## src/rtl/q8dp_pkg.sv

```systemverilog
// ----------------------------------------------------------------------------
// q8dp_pkg: shared types and a function for the Q8_0 block dot product
// Holds the controller state type, the controller-datapath command and
// status structs, and the half-precision widening function.
// ----------------------------------------------------------------------------
package q8dp_pkg;

    localparam int BYTES_PER_BLOCK = 32;
    localparam int LANES           = 8;
    localparam int LANE_STEPS      = BYTES_PER_BLOCK / LANES;
    localparam int STEP_W          = $clog2(LANE_STEPS);
    localparam int DOT_W           = 21;
    localparam logic [31:0] QNAN   = 32'h7FC0_0000;

    typedef enum logic [2:0] {
        ST_IDLE,
        ST_DOT,
        ST_SCALE,
        ST_MUL,
        ST_ADD
    } t_state;

    typedef struct packed {
        logic load;
        logic dot_step;
        logic scale_mul;
        logic term_mul;
        logic acc_add;
        logic acc_clear;
        logic out_load;
    } t_cmd;

    typedef struct packed {
        logic dot_done;
    } t_status;

    // Widen IEEE half bits to single bits (exact).
    function automatic logic [31:0] half_to_single(input logic [15:0] h);
        logic        s;
        logic [4:0]  ex;
        logic [9:0]  man;
        logic [7:0]  e32;
        logic [9:0]  m;
        int          lz;
        begin
            s   = h[15];
            ex  = h[14:10];
            man = h[9:0];
            lz  = 0;
            for (int i = 9; i >= 0; i--) begin
                if (man[i] && lz == 0) begin
                    lz = 10 - i;
                end
            end
            if (ex == 5'd0) begin
                if (man == 10'd0) begin
                    half_to_single = {s, 31'd0};
                end else begin
                    e32 = 8'(113 - lz);
                    m   = 10'(man << lz);
                    half_to_single = {s, e32, m, 13'd0};
                end
            end else if (ex == 5'd31) begin
                half_to_single = {s, 8'hFF, man, 13'd0};
            end else begin
                half_to_single = {s, 8'(ex + 8'd112), man, 13'd0};
            end
        end
    endfunction

endpackage

```

## src/rtl/q8dp_ctrl.sv

```systemverilog
// ----------------------------------------------------------------------------
// q8dp_ctrl: sequencer for one block pair
// Issues load, dot steps, scale multiply, term multiply and accumulate.
// ----------------------------------------------------------------------------
module q8dp_ctrl import q8dp_pkg::*; (
    input  logic    i_clk,
    input  logic    i_rst_n,
    input  logic    i_req,
    input  logic    i_first,
    input  logic    i_last,
    input  logic    i_out_taken,
    input  t_status i_status,
    output t_cmd    o_cmd,
    output logic    o_ready,
    output logic    o_out_valid
);
    t_state r_state, n_state;
    logic   r_first, r_last;
    logic   r_out_valid;
    logic   out_free;

    assign out_free    = !r_out_valid || i_out_taken;
    assign o_out_valid = r_out_valid;

    always_ff @(posedge i_clk) begin
        if (!i_rst_n) begin
            r_state     <= ST_IDLE;
            r_first     <= 1'b0;
            r_last      <= 1'b0;
            r_out_valid <= 1'b0;
        end else begin
            r_state <= n_state;
            if (o_ready && i_req) begin
                r_first <= i_first;
                r_last  <= i_last;
            end
            if (o_cmd.out_load) begin
                r_out_valid <= 1'b1;
            end else if (i_out_taken) begin
                r_out_valid <= 1'b0;
            end
        end
    end

    always_comb begin
        n_state = r_state;
        o_cmd   = '0;
        o_ready = 1'b0;
        unique case (r_state)
            ST_IDLE: begin
                o_ready = 1'b1;
                if (i_req) begin
                    o_cmd.load = 1'b1;
                    n_state    = ST_DOT;
                end
            end
            ST_DOT: begin
                o_cmd.dot_step = 1'b1;
                if (i_status.dot_done) begin
                    n_state = ST_SCALE;
                end
            end
            ST_SCALE: begin
                o_cmd.scale_mul = 1'b1;
                n_state         = ST_MUL;
            end
            ST_MUL: begin
                o_cmd.term_mul = 1'b1;
                n_state        = ST_ADD;
            end
            ST_ADD: begin
                // Hold a final add while the previous sum still waits to be taken.
                if (!r_last || out_free) begin
                    o_cmd.acc_add   = 1'b1;
                    o_cmd.acc_clear = r_first;
                    o_cmd.out_load  = r_last;
                    n_state         = ST_IDLE;
                end
            end
            default: n_state = ST_IDLE;
        endcase
    end
endmodule

```

## config.mk

```make
export PLATFORM = sky130hd
export DESIGN_NAME = q8dp_ctrl
export DESIGN_NICKNAME = d
export VERILOG_FILES = /design/src/rtl/q8dp_pkg.sv /design/src/rtl/q8dp_ctrl.sv
export SDC_FILE = /design/constraint.sdc
export NUM_CORES = 1
export LEC_CHECK = 0
export BUFFER_PORTS_ARGS = -buffer_cell sky130_fd_sc_hd__clkbuf_2
export CORE_AREA = 2 2 39 41
export CTS_CLUSTER_SIZE = 25
export DETAILED_ROUTE_END_ITERATION = 10
export DIE_AREA = 0 0 41 43
export GPL_ROUTABILITY_DRIVEN = 0
export GPL_TIMING_DRIVEN = 0
export SLEW_MARGIN = 10
export SYNTH_ARGS = -nofsm -noshare
export SYNTH_HDL_FRONTEND = slang
export SYNTH_SLANG_ARGS = --single-unit
```

## constraint.sdc

```tcl
create_clock -name i_clk -period 1 [get_ports i_clk]
set_input_delay 0 -clock i_clk [delete_from_list [all_inputs] [get_ports i_clk]]
set_output_delay 0 -clock i_clk [all_outputs]
set_load 0.005 [all_outputs]
```

# Word-level counts from Yosys, hierarchy flattened
# Cells that the tools add are included.
word_totals:
  reg_bits: 6
  out_inout_bits: 9
  elab_cells: 33
op_classes:
  muxes: 14
  n_reduce_logical: 8
  n_eq_ne: 7
op_table:
  columns: ["operator", "count"]
  rows:
  - ["3-bit 2-to-1 mux", 5]
  - ["3-bit one-hot mux with 5 select lines", 1]
  - ["1-bit 2-to-1 mux", 8]
  - ["3-bit by 2-bit == test with 1-bit output (second input constant)", 2]
  - ["2-bit != test (second input constant)", 3]
  - ["3-bit by 1-bit == test with 1-bit output (second input constant)", 1]
  - ["3-bit == test (second input constant)", 1]
  - ["3-bit zero test", 1]
  - ["3-bit AND reduction", 1]
  - ["1-bit zero test", 2]
  - ["1-bit logical OR", 2]
  - ["2-bit nonzero test", 1]
  - ["1-bit logical AND", 1]

# Depth between registers and ports, before layout
depth:
  depth_word: 6
  depth_mapped: 3
  ltp_nobuf: 3

# Worst setup path before layout
# Ideal clock, no wire load.
synth_path:
  kind: "flip-flop to flip-flop"
  start: "register r_state[2]"
  end: "register r_state[0]"
  path_stages_with_launch: 4
  path_buffers: 0
  t_arrival_ns: 0.960
  synth_period_minus_slack_ns: 1.075
  setup_ns: 0.115
  slack_ns: -0.075
  cell_sequence: "dfxtp_1 and4bb_4 a21oi_1 and3_1"
synth_between:
  elab_chain_len: 3
  word_cells_on_any_way: 10
  classes_between: "eq/ne (7); mux (1); reduce/logical (2)"
synth_rtl:
  columns: ["element", "line", "rtl"]
  rows:
  - ["start: declaration", "q8dp_ctrl.sv:17", "t_state r_state, n_state;"]
  - ["start signal: assignment", "q8dp_ctrl.sv:32", "r_state <= n_state;"]
  - ["3-bit == test, or another cell as far along", "q8dp_ctrl.sv:49", "unique case (r_state)"]
  - ["2-bit != test (no line)", null, null]
  - ["3-bit AND reduction (no line)", null, null]
# Several ways; a longest one is shown, not always the timed one.
# A chain may end at the register's enable or synchronous reset.

==> flow_metrics.tcl <==
set metrics [dict create \
    outcome "finished, violations left" \
    violations "setup timing" \
    die-area_um2 1760 \
    clock-sinks 6 \
    fill_cells 133 \
    ff2ff_setup_slack_ns -0.15 \
    slowest_delay_ns 0.31 \
    cp_num_buf_inv 1 \
    vias 371 \
    cp.arrival_ns 1.24 \
    crit_path_cell_trace "nor2b_4 > a2111oi_4 > and2_1 > clkbuf_2" \
    rows 14 \
    area_growth_pct 99.2 \
    wirelength_um 860 \
    clk-insertion-delay-late_ns 0.25 \
    fin_crit_sh_pct 124 \
    hold_slack_ns 0.0786 \
    critPathSlowestCell "dfxtp_2" \
    htree_levels 1 \
    cts_tree "built" \
    min_to "r_state[1]" \
    hp-start "i_status" \
    period_minus_slack_ns 1.24 \
    netlist_area_um2 313 \
    swShare_pct 26.5 \
    cts_buffers 3 \
    crit_fanout 2 \
    min_path_type "in -> reg" \
    comb_power_share_pct 21.6 \
    synth_nets 39 \
    timing.rr.start "r_state[1]" \
    synthCells 32 \
    grt_max_degree 9 \
    clk_path_buf_depth 2 \
    regArea_um2 133 \
    p_per_area_nw_per_um2 1060 \
    multi_input_area_um2 270 \
    synthArstFlopShare_pct 0 \
    ys_warn_count 0 \
    ys.flop_type "dfxtp_1" \
    initial_core_util_pct 22.6 \
    cp_top_family "flip-flops" \
    cp-end-kind "output port" \
    core_area_um2 1380 \
    drt_first_pass_iters 4 \
    p_int_mw 0.487 \
    layout-drive-gt1-share_pct 70.5 \
    drt_iter0_drc 9 \
    yosys_register_bits 6 \
    groute.usage.overall_pct 12.1 \
    fmax_mhz 809 \
    startpoint_type "flip-flop" \
    io_buffers 15 \
    nNetsFinal 69 \
    n_antenna_cell 0 \
    slew_viol_final 0 \
    yosysSeqAreaShare_pct 38.4 \
    p_total_mw 0.663 \
    rr_worst_depth 5 \
    synth_edf_count 0 \
    root_buffer "clkbuf_4" \
    tightest_slew_ns 0.255 \
    final_hold_viol_count 0 \
    rsz0062_at_grt "true" \
    setup_viol_count_final 14 \
    io_pins 16 \
    die_w_um 41 \
    remaining_drc_errors 0 \
    peakVddDrop_uv 606 \
    grt_overflow 0 \
    grt_pass1_vias 325 \
    leakagePower_nw 0.270 \
    ant_nets 0 \
    setup.worst_path.class "reg -> out" \
    dp_hpwl_um 527 \
    die_h_um 43 \
    synth.avg_cell_area_um2 9.78 \
    synthDistinctLibCells 19 \
    grt_pass1_wl_um 1460 \
    power.switching_mw 0.176 \
    clkPwrFrac_pct 38.1 \
    via_per_inst 4.82 \
    slew-limit-headroom_pct 83.0 \
    max-cap-violations 0 \
    seqPwrFrac_pct 40.3 \
    worst-path-stages 4 \
    wl_per_cell_um 11.2 \
    clock_skew_ns 0.0113 \
    r2r-end "r_last" \
    worstPathRequired_ns 1.00 \
    setup_slack_ns -0.236 \
    whs_path_depth 3 \
    antenna_found_initial 0 \
    clkTransAtPathRegs_ns 0.06 \
]
## sequential cells by signal, indices dropped and copies added (netlist names)
register     flops
r_state          3
r_first          1
r_last           1
o_out_valid      1
## cells in the mapped netlist (2+ instances only)
cell type | n | area, µm²
nand3_1 | 2 | 10.0
nor3b_1 | 2 | 15.0
dfxtp_1 | 6 | 120
a21oi_1 | 2 | 10.0
nand2_1 | 2 | 7.51
o21ai_1 | 2 | 10.0
and2_1 | 2 | 12.5
nor2b_1 | 3 | 18.8
## area by class of cell
cell class	instances	share of cell area (%)
inverters	1	0.602
repair buffers	25	27.3
clock buffers	4	4.22
well taps	16	3.21
multi-input cells	25	43.4
flip-flops and latches	6	21.3
## worst min-delay path: cells and delay by family
kind                   cells  cell delay [ns]
and+or+nand+nor            1             0.11
AOI/OAI and AO/OA          1             0.10
buffers and inverters      1             0.09
## through the flow
stage / area (µm²) / utilization (%) / std cells / TNS [ns] / worst slack (ns)
detailed placement: 433 / 31.3 / 63 / -0.293 / -0.106
CTS: 586 / 42.3 / 75 / -1.81 / -0.308
global route: 623 / 45.0 / 77 / -2.42 / -0.305
floorplan: 338 / - / 32 / -0.0302 / -0.0147
global placement: 433 / 31.3 / 63 / -0.255 / -0.0896
finish: 623 / 45.0 / 77 / -1.63 / -0.236
## cells in the final DEF, fill, tap and decap left out, types with 3 or more instances in the layout
cell | netlist | final
clkbuf_2 | 0 | 12
clkbuf_4 | 0 | 3
dfxtp_4 | 0 | 3
buf_4 | 0 | 4
buf_2 | 0 | 3
buf_6 | 0 | 4
## worst max-delay path by stage
stage                start  endpoint  slack (ns)
4_1_cts        o_out_valid  o_cmd[1]       -0.31
2_1_floorplan  o_out_valid  o_cmd[1]       -0.01
5_1_grt        o_out_valid  o_cmd[1]       -0.31
6_report       o_out_valid  o_cmd[1]       -0.24
3_3_place_gp   o_out_valid  o_cmd[1]       -0.09
3_5_place_dp   o_out_valid  o_cmd[1]       -0.11
## layer usage
metal	global-route usage, %	vias up	wire length [µm]
met5	0	-	0
li1	-	181	-
met3	3.14	0	23
met1	16.7	181	353
met4	4.00	0	0
met2	17.8	9	483
## logic make-up after synthesis
family                 synth area share, %
AND/OR/NAND/NOR                       40.0
flip-flops                            38.4
buffers and inverters                 1.20
AO/OA/AOI/OAI                         20.4
## what timing repair did
| action | CTS | global route |
|---|---|---|
| endpoints found under the hold margin | 2 | 0 |
| hold buffers | 2 | 0 |
| setup buffers | 6 | 2 |
| setup endpoints to repair | 12 | 14 |
| pin swaps | 6 | 3 |
| gates resized for setup | 11 | 8 |
## power by group through the flow
stage,Clock (mW),Sequential [mW],Combinational (mW)
after global placement,0,0.279,0.0824
after CTS,0.252,0.268,0.134
after floorplan,0,0.274,0.0467
after global routing,0.281,0.269,0.158
final,0.253,0.267,0.143
after detailed placement,0,0.279,0.0835
Note: power is estimated with default switching activity, not from simulation.
